`config.mk`:
```
export PLATFORM = sky130hd
export DESIGN_NAME = ts_packet_pcr_parser
export DESIGN_NICKNAME = d
export VERILOG_FILES = /design/src/rtl/core/tspp_pkg.sv /design/src/rtl/core/tspp_decode.sv /design/src/rtl/core/ts_packet_pcr_parser.sv
export SDC_FILE = /design/constraint.sdc
export NUM_CORES = 1
export LEC_CHECK = 0
export BUFFER_PORTS_ARGS = -buffer_cell sky130_fd_sc_hd__clkbuf_2
export CAP_MARGIN = 25
export CORE_MARGIN = 4
export CORE_UTILIZATION = 55
export CTS_CLUSTER_DIAMETER = 50
export DETAILED_ROUTE_END_ITERATION = 10
export GPL_TIMING_DRIVEN = 0
export PLACE_DENSITY = 0.7
export SKIP_LAST_GASP = 1
export SYNTH_ARGS = -nofsm -noshare
export SYNTH_HDL_FRONTEND = slang
export SYNTH_SLANG_ARGS = --single-unit
```
`constraint.sdc`:
```
create_clock -name clk_i -period 18.1 [get_ports clk_i]
set_input_delay 0.905 -clock clk_i [delete_from_list [all_inputs] [get_ports clk_i]]
set_output_delay 0.905 -clock clk_i [all_outputs]
set_load 0.02 [all_outputs]
```
`src/rtl/core/tspp_pkg.sv`:
```
// ----------------------------------------------------------------------------
// Transport stream packet parser package
// Shared constants, result codes and the structs that pass between the
// parser's handshake shell and its per-byte decoder.
// ----------------------------------------------------------------------------
package tspp_pkg;

  localparam int unsigned PacketBytes = 188;
  localparam int unsigned PosW        = 8;
  localparam int unsigned PidW        = 13;
  localparam int unsigned CfgPidW     = 14;
  localparam int unsigned CfgDataW    = 14;
  localparam int unsigned CfgIdxW     = 2;
  localparam int unsigned ClockRefW   = 42;
  localparam int unsigned ShiftW      = 48;
  localparam int unsigned KindW       = 3;
  localparam int unsigned OutDataW    = 64;

  localparam logic [7:0]          SyncByte      = 8'h47;
  localparam logic [PosW-1:0]     PcrFirstPos   = PosW'(6);
  localparam logic [PosW-1:0]     PcrLastPos    = PosW'(11);
  localparam logic [7:0]          PcrMinAdaptLen = 8'd7;
  localparam int unsigned         PcrFlagBit    = 4;
  localparam logic [ClockRefW-1:0] PcrScale     = ClockRefW'(300);
  localparam logic [CfgPidW-1:0]  PidNone       = CfgPidW'(8192);

  typedef enum logic [KindW-1:0] {
    KIND_SYNC_LOSS = 3'd0,
    KIND_VIDEO     = 3'd1,
    KIND_AUDIO     = 3'd2,
    KIND_OTHER     = 3'd3,
    KIND_TABLE     = 3'd4,
    KIND_PCR       = 3'd5
  } kind_e;

  typedef enum logic [CfgIdxW-1:0] {
    CFG_RUN_ENABLE = 2'd0,
    CFG_PCR_ENABLE = 2'd1,
    CFG_VIDEO_PID  = 2'd2,
    CFG_AUDIO_PID  = 2'd3
  } cfg_idx_e;

  typedef struct packed {
    logic               run_enable;
    logic               pcr_enable;
    logic [CfgPidW-1:0] video_pid;
    logic [CfgPidW-1:0] audio_pid;
  } cfg_t;

  typedef struct packed {
    kind_e                kind;
    logic [PidW-1:0]      packet_pid;
    logic [7:0]           payload_byte;
    logic                 unit_start;
    logic                 last_in_packet;
    logic [ClockRefW-1:0] clock_ref;
  } result_t;

endpackage

```
`src/rtl/core/tspp_decode.sv`:
```
// ----------------------------------------------------------------------------
// Transport stream packet decoder
// Holds the packet position and header state and turns one stream byte per
// step into at most one result.
// ----------------------------------------------------------------------------
module tspp_decode (
  input  logic             clk_i,
  input  logic             rst_ni,
  input  logic             step_i,
  input  logic [7:0]       byte_i,
  input  tspp_pkg::cfg_t   cfg_i,
  output logic             res_valid_o,
  output tspp_pkg::result_t res_o
);

  logic [tspp_pkg::PosW-1:0]   pos_q, pos_d;
  logic [tspp_pkg::PidW-1:0]   pid_q, pid_d;
  logic                        start_q, start_d;
  logic [1:0]                  ctrl_q, ctrl_d;
  logic [7:0]                  len_q, len_d;
  logic [7:0]                  flags_q, flags_d;
  logic [tspp_pkg::ShiftW-1:0] shift_q, shift_d;

  logic [tspp_pkg::ShiftW-1:0]    shift_next;
  logic [tspp_pkg::ClockRefW-1:0] clock_base;
  logic [tspp_pkg::ClockRefW-1:0] pcr_val;
  logic [8:0]                     data_start;
  logic                           has_af;
  logic                           has_pl;
  logic                           pcr_hit;

  assign has_af        = ctrl_q[1];
  assign has_pl        = ctrl_q[0];
  assign shift_next    = {shift_q[tspp_pkg::ShiftW-9:0], byte_i};
  assign clock_base    = tspp_pkg::ClockRefW'(shift_next[tspp_pkg::ShiftW-1:15]);
  assign pcr_val       = tspp_pkg::ClockRefW'(clock_base * tspp_pkg::PcrScale)
                         + tspp_pkg::ClockRefW'(shift_next[8:0]);
  assign data_start    = has_af ? (9'd5 + {1'b0, len_q}) : 9'd4;
  assign pcr_hit       = has_af && (pos_q == tspp_pkg::PcrLastPos) && cfg_i.pcr_enable &&
                         (pid_q != '0) && (len_q >= tspp_pkg::PcrMinAdaptLen) &&
                         flags_q[tspp_pkg::PcrFlagBit];

  always_comb begin
    pos_d       = pos_q;
    pid_d       = pid_q;
    start_d     = start_q;
    ctrl_d      = ctrl_q;
    len_d       = len_q;
    flags_d     = flags_q;
    shift_d     = shift_q;
    res_valid_o = 1'b0;
    res_o       = '0;
    res_o.kind  = tspp_pkg::KIND_SYNC_LOSS;
    if (step_i) begin
      if ((pos_q == '0) || (pos_q >= tspp_pkg::PosW'(tspp_pkg::PacketBytes))) begin
        if (byte_i != tspp_pkg::SyncByte) begin
          pos_d       = '0;
          res_valid_o = 1'b1;
        end else begin
          pos_d = tspp_pkg::PosW'(1);
        end
      end else begin
        pos_d = (pos_q == tspp_pkg::PosW'(tspp_pkg::PacketBytes - 1)) ? '0 : pos_q + 1'b1;
        if (pos_q == tspp_pkg::PosW'(1)) begin
          start_d = byte_i[6];
          pid_d   = {byte_i[4:0], 8'h00};
        end else if (pos_q == tspp_pkg::PosW'(2)) begin
          pid_d = {pid_q[12:8], byte_i};
        end else if (pos_q == tspp_pkg::PosW'(3)) begin
          ctrl_d  = byte_i[5:4];
          len_d   = '0;
          flags_d = '0;
          shift_d = '0;
        end else if (has_af && (pos_q == tspp_pkg::PosW'(4))) begin
          len_d = byte_i;
        end else begin
          if (has_af && (pos_q == tspp_pkg::PosW'(5)) && (len_q != '0)) begin
            flags_d = byte_i;
          end
          if ((pos_q >= tspp_pkg::PcrFirstPos) && (pos_q <= tspp_pkg::PcrLastPos)) begin
            shift_d = shift_next;
          end
          if (pcr_hit) begin
            if (pcr_val != '0) begin
              res_valid_o      = 1'b1;
              res_o.kind       = tspp_pkg::KIND_PCR;
              res_o.packet_pid = pid_q;
              res_o.unit_start = start_q;
              res_o.clock_ref  = pcr_val;
            end
          end else if (has_pl && ({1'b0, pos_q} >= data_start)) begin
            res_valid_o          = 1'b1;
            res_o.packet_pid     = pid_q;
            res_o.payload_byte   = byte_i;
            res_o.unit_start     = start_q;
            res_o.last_in_packet =
              (pos_q == tspp_pkg::PosW'(tspp_pkg::PacketBytes - 1));
            if (pid_q == '0) begin
              res_o.kind = tspp_pkg::KIND_TABLE;
            end else if (cfg_i.video_pid == {1'b0, pid_q}) begin
              res_o.kind = tspp_pkg::KIND_VIDEO;
            end else if (cfg_i.audio_pid == {1'b0, pid_q}) begin
              res_o.kind = tspp_pkg::KIND_AUDIO;
            end else begin
              res_o.kind = tspp_pkg::KIND_OTHER;
            end
          end
        end
      end
    end
  end

  always_ff @(posedge clk_i or negedge rst_ni) begin
    if (!rst_ni) begin
      pos_q   <= '0;
      pid_q   <= '0;
      start_q <= 1'b0;
      ctrl_q  <= '0;
      len_q   <= '0;
      flags_q <= '0;
      shift_q <= '0;
    end else begin
      pos_q   <= pos_d;
      pid_q   <= pid_d;
      start_q <= start_d;
      ctrl_q  <= ctrl_d;
      len_q   <= len_d;
      flags_q <= flags_d;
      shift_q <= shift_d;
    end
  end

endmodule

```
`src/rtl/core/ts_packet_pcr_parser.sv`:
```
// ----------------------------------------------------------------------------
// Transport stream packet and PCR parser
// Path: a result passes the input register, then the result register; bytes
// that give no result leave nothing. Throughput: one byte per cycle, set by
// the single decode pass per byte, while m_axis_tready does not stall output.
// Reset clears the packet position so the parser waits for a sync byte, and
// loads the register defaults: parsing stopped, PCR reporting on, no PIDs.
// ----------------------------------------------------------------------------
module ts_packet_pcr_parser (
  input  logic                             clk_i,
  input  logic                             rst_ni,
  input  logic                             cfg_we_i,
  input  logic [tspp_pkg::CfgIdxW-1:0]     cfg_idx_i,
  input  logic [tspp_pkg::CfgDataW-1:0]    cfg_data_i,
  input  logic                             s_axis_tvalid,
  output logic                             s_axis_tready,
  input  logic [7:0]                       s_axis_tdata,  // stream_byte
  output logic                             m_axis_tvalid,
  input  logic                             m_axis_tready,
  // packet_pid[12:0], payload_byte[20:13], unit_start[21], clock_ref[63:22]
  output logic [tspp_pkg::OutDataW-1:0]    m_axis_tdata,
  output logic [tspp_pkg::KindW-1:0]       m_axis_tuser,  // kind
  output logic                             m_axis_tlast   // last_in_packet
);

  tspp_pkg::cfg_t    cfg_q, cfg_d;
  logic              in_valid_q, in_valid_d;
  logic [7:0]        in_byte_q;
  logic              out_valid_q, out_valid_d;
  tspp_pkg::result_t out_q;
  tspp_pkg::result_t res;
  logic              res_valid;
  logic              advance;
  logic              in_take;

  always_comb begin
    cfg_d = cfg_q;
    if (cfg_we_i) begin
      case (tspp_pkg::cfg_idx_e'(cfg_idx_i))
        tspp_pkg::CFG_RUN_ENABLE: cfg_d.run_enable = cfg_data_i[0];
        tspp_pkg::CFG_PCR_ENABLE: cfg_d.pcr_enable = cfg_data_i[0];
        tspp_pkg::CFG_VIDEO_PID:  cfg_d.video_pid  = cfg_data_i[tspp_pkg::CfgPidW-1:0];
        tspp_pkg::CFG_AUDIO_PID:  cfg_d.audio_pid  = cfg_data_i[tspp_pkg::CfgPidW-1:0];
        default: cfg_d = cfg_q;
      endcase
    end
  end

  assign advance       = !out_valid_q || m_axis_tready;
  assign in_take       = in_valid_q && advance;
  assign s_axis_tready = !in_valid_q || advance;

  assign in_valid_d  = (s_axis_tvalid && s_axis_tready) ? 1'b1 :
                       (in_take ? 1'b0 : in_valid_q);
  assign out_valid_d = advance ? (in_take && res_valid) : out_valid_q;

  tspp_decode u_decode (
    .clk_i       (clk_i),
    .rst_ni      (rst_ni),
    .step_i      (in_take && cfg_q.run_enable),
    .byte_i      (in_byte_q),
    .cfg_i       (cfg_q),
    .res_valid_o (res_valid),
    .res_o       (res)
  );

  always_ff @(posedge clk_i or negedge rst_ni) begin
    if (!rst_ni) begin
      cfg_q.run_enable <= 1'b0;
      cfg_q.pcr_enable <= 1'b1;
      cfg_q.video_pid  <= tspp_pkg::PidNone;
      cfg_q.audio_pid  <= tspp_pkg::PidNone;
      in_valid_q       <= 1'b0;
      out_valid_q      <= 1'b0;
    end else begin
      cfg_q       <= cfg_d;
      in_valid_q  <= in_valid_d;
      out_valid_q <= out_valid_d;
    end
  end

  always_ff @(posedge clk_i) begin
    if (s_axis_tvalid && s_axis_tready) begin
      in_byte_q <= s_axis_tdata;
    end
    if (advance && in_take && res_valid) begin
      out_q <= res;
    end
  end

  assign m_axis_tvalid = out_valid_q;
  assign m_axis_tuser  = out_q.kind;
  assign m_axis_tlast  = out_q.last_in_packet;
  assign m_axis_tdata  = {out_q.clock_ref, out_q.unit_start, out_q.payload_byte,
                          out_q.packet_pid};

  a_ready_when_empty : assert property (@(posedge clk_i) disable iff (!rst_ni)
    !m_axis_tvalid |-> s_axis_tready)
    else $error("input stalled while the result register is empty");

  a_sync_loss_clean : assert property (@(posedge clk_i) disable iff (!rst_ni)
    (m_axis_tvalid && (m_axis_tuser == tspp_pkg::KIND_SYNC_LOSS)) |->
      ((m_axis_tdata == '0) && !m_axis_tlast))
    else $error("sync-loss result carries data");

  a_last_only_payload : assert property (@(posedge clk_i) disable iff (!rst_ni)
    (m_axis_tvalid && m_axis_tlast) |->
      ((m_axis_tuser == tspp_pkg::KIND_VIDEO) || (m_axis_tuser == tspp_pkg::KIND_AUDIO) ||
       (m_axis_tuser == tspp_pkg::KIND_OTHER) || (m_axis_tuser == tspp_pkg::KIND_TABLE)))
    else $error("last flag on a non-payload result");

  a_clock_ref_only_pcr : assert property (@(posedge clk_i) disable iff (!rst_ni)
    (m_axis_tvalid && (m_axis_tuser != tspp_pkg::KIND_PCR)) |->
      (m_axis_tdata[63:22] == '0))
    else $error("clock reference set on a non-PCR result");

  a_pcr_nonzero : assert property (@(posedge clk_i) disable iff (!rst_ni)
    (m_axis_tvalid && (m_axis_tuser == tspp_pkg::KIND_PCR)) |->
      ((m_axis_tdata[63:22] != '0) && (m_axis_tdata[12:0] != '0)))
    else $error("PCR result with zero value or zero PID");

endmodule
```
==> metrics.md <==
| Metric | Value |
|---|---|
| Synth unique cells | 74 |
| Cells after synthesis | approximately 1600 |
| Placeable Area | roughly 26000 um2 |
| Setup violators final | 0 |
| DRC | 0 |
| Via count | between 10000 and 15000 |
| Nets | a little under 2000 |
| Die area | around 29000 um2 |
| RSZ-0062 raised after global routing | false |
| Wire length per cell | 18.0 um |
| Register area share after synthesis | 33.6% |
| PD cells | ~60 nW/um2 |
| WHS Path Cells | 2 |
| Leak | roughly 7.4 nW |
| Predominant post-synthesis flop cell | dfrtp_1 |
| First-pass GRT wire length | a little over 60000 um |
| Syn_nets | roughly 1800 |
| Yosys reg bits | about 180 |
| Grt total ovfl | 0 |
| CTS tree | built |
| Ys Warns | 0 |
| Crit path DAT | approximately 8.6 ns |
| Setup Crit Path Kind | reg -> reg |
| Final GP Congestion | approximately 0.97 |
| Max-slew violation count | 0 |
| Hold Buf Count CTS | 0 |
| Worst Hold Class | reg -> reg |
| Diodes inserted | 0 |
| HPWL after DPL | 29500 um |
| Post-synthesis async set-or-reset flop share | 58.0% |
| Starting DRT DRC Count | just over 900 |
| Starting density of the core | a little under three fifths |
| Rel. slew slack | a little under a third |
| Total power draw | 1.00 mW |
| CTS Buf Count | 17 |
| Largest area contributor in the netlist | dfrtp_1 |
| Placement Cell Area | approximately 16000 um2 |
| Storage cell area | between 4000 and 5000 um2 |
| DRT antenna net count | 0 |
| CP endpoint | m_axis_tdata[60] |
| Multi-input combinational cell area | between 8000 and 9000 um2 |
| Total negative slack | 0 ns |
| Crit path capture type | register |
| Mapped cell area | roughly 15000 um2 |
| Site Rows | 59 |
| Die height | 171 um |
| Ranking of synthesized cells by area | dfrtp_1, edfxtp_1, ha_1 |
| Maxcap violations | 0 |
| Status | complete, no violations |
| Worst VDD drop | 54.6 uV |
| DR vias/cell | approximately 5.8 |
| Critical Path Start Type | register |
| Root Driver | clkbuf_16 |
| Worst-margin pin slew | approximately 1.0 ns |
| Layout fillers | 2313 |
| Pre-CTS setup slack | just under 10 ns |
| Post-cts sizing count | 0 |
| Chip width | ~170 um |
| Worst Path Required | between 15 and 20 ns |
| Vias in the first global route | roughly 12000 |
| Period Utilization, post-route | between 40% and 50% |
| Crit path max fanout | 14 |
| Tmin final | ~8.4 ns |
| Worst r2r src | u_decode.shift_q[25] |
| Layout area overhead | 11.0% |
| PortBufs | just under 100 |
| Clock Skew | ~0.022 ns |
| Initial antenna violation count | 0 |
| Avg Cell Area, Syn | 9.18 um2 |
| Pre-antenna DRT Iters | 5 |
| Reg2Reg Setup Slack | between 9 and 10 ns |
| R2r endpoint | m_axis_tdata[60] |
| Post-Route WL | 37200 um |
| Final Instance Area | around 16000 um2 |
| Crit path from | u_decode.shift_q[25] |
| Max clock buf depth | 2 |
| Hold Fails Final Rpt | 0 |
| GRT Util Overall | 26.3% |
| Largest net degree at the start of global routing | roughly 110 |
| Reg2Reg Depth | 24 |
| Top-area cell type share of the netlist area | approximately 17% |
| Clock sink count | 181 |
| Setup repair bufs after CTS | 0 |
| Ports | 99 |
| Peak Freq | 119 MHz |
| Worst-skew pair later-pin latency | 0.44 ns |
| Post-synth EDFFs | 76 |
| Clock transition at path regs | about 0.090 ns |
| Final WS setup | 9.69 ns |
| H-tree Lvls | 4 |
| Layout cell share with drive strength beyond 1 | around 12% |
-- synth_stat cells (41+ instances only) --
| master | number |
|---|---|
| inv_1 | 169 |
| nand2_1 | 204 |
| nor2_1 | 89 |
| dfrtp_1 | 102 |
| o21ai_0 | 111 |
| a21oi_1 | 71 |
| edfxtp_1 | 76 |
| ha_1 | 133 |
| fa_1 | 58 |
| nand3_1 | 41 |
| xnor2_1 | 60 |
-- where the power goes --
part           internal [mW]  switching, mW  total [mW]
Combinational         0.0445         0.0767       0.121
Clock                  0.199          0.190       0.389
Sequential             0.469         0.0230       0.492
Total                  0.713          0.289        1.00
-- final cells by class --
cell class	instances	area share, %
Sequential cell	181	30.3
Tap cell	335	2.59
Timing Repair Buffer	104	3.48
Multi-Input combinational cell	1187	54.3
Clock buffer	17	2.62
Buffer	55	1.58
Clock inverter	15	1.15
Inverter	169	3.91
-- stage by stage --
stage	util, %	instances	hold slack (ns)
2_1_floorplan	-	1592	0.450
3_3_place_gp	59.4	2025	0.476
3_5_place_dp	59.7	2031	0.479
4_1_cts	62.0	2063	0.497
5_1_grt	62.0	2063	0.517
6_report	62.0	2063	0.492
-- cells in the final DEF (no fill, tap or decap), types with 13 or more instances in the layout --
master       n
xnor2_1     60
fa_1        58
inv_1      169
edfxtp_1    76
clkbuf_1    40
o21ai_0    111
a21o_1      21
o211ai_1    13
ha_1       133
clkbuf_2    97
xor2_1      33
nand4_1     25
nor2_1      89
and2_1      36
clkbuf_16   17
nand3_1     41
a21oi_1     71
nor3_1      31
nand2b_1    13
dfrtp_1    102
mux2_2      40
nand2_1    204
nor4_1      26
-- worst min-delay path by stage --
stage,start,to
2_1_floorplan,u_decode.shift_q[1],u_decode.shift_q[1]
3_3_place_gp,u_decode.shift_q[2],u_decode.shift_q[2]
3_5_place_dp,u_decode.shift_q[2],u_decode.shift_q[2]
4_1_cts,u_decode.shift_q[2],u_decode.shift_q[2]
5_1_grt,u_decode.shift_q[2],u_decode.shift_q[2]
6_report,u_decode.shift_q[2],u_decode.shift_q[2]
-- layer usage --
metal | GRT usage [%] | up-vias | wire length [um]
li1 | - | 5815 | -
met1 | 36.7 | 5789 | 16900
met2 | 43.3 | 335 | 17600
met3 | 4.39 | 50 | 2110
met4 | 5.89 | 0 | 607
met5 | 0 | - | 0
-- flip-flops by register name, summed over array words and instances, names as in the netlist, 2 cells and up --
| signal | flops |
|---|---|
| u_decode.len_q | 8 |
| in_byte_q | 8 |
| m_axis_tdata | 64 |
| m_axis_tuser | 3 |
| u_decode.ctrl_q | 2 |
| u_decode.pos_q | 8 |
| u_decode.pid_q | 13 |
| u_decode.shift_q | 40 |
| cfg_q | 30 |
-- critical path, cell delays in order (launching register included) --
cell,delay [ns]
dfrtp_1,0.48
ha_1,0.34
ha_1,0.30
fa_1,0.55
inv_1,0.06
fa_1,0.50
inv_1,0.04
ha_1,0.26
clkbuf_1,0.35
nand2_1,0.23
nor4_1,0.78
nand2_1,0.15
a21oi_1,0.43
nor2_1,0.12
xnor2_1,0.43
nand4_1,0.25
nor4_1,0.63
nor4bb_1,0.38
a21oi_1,0.15
nand2b_1,0.18
nor4_1,0.67
nor3_2,0.29
buf_6,0.25
buf_6,0.17
buf_6,0.16
-- logic make-up after synthesis --
family                     share of synthesized area (%)
AOI/OAI and AO/OA                                   13.4
xor gates and xnor gates                            5.58
adders and majority gates                           19.3
buffers and inverters                               6.10
DFF                                                 33.6
muxes                                               3.29
and+or+nand+nor                                     18.7
Power figures use the tool's default switching activity.
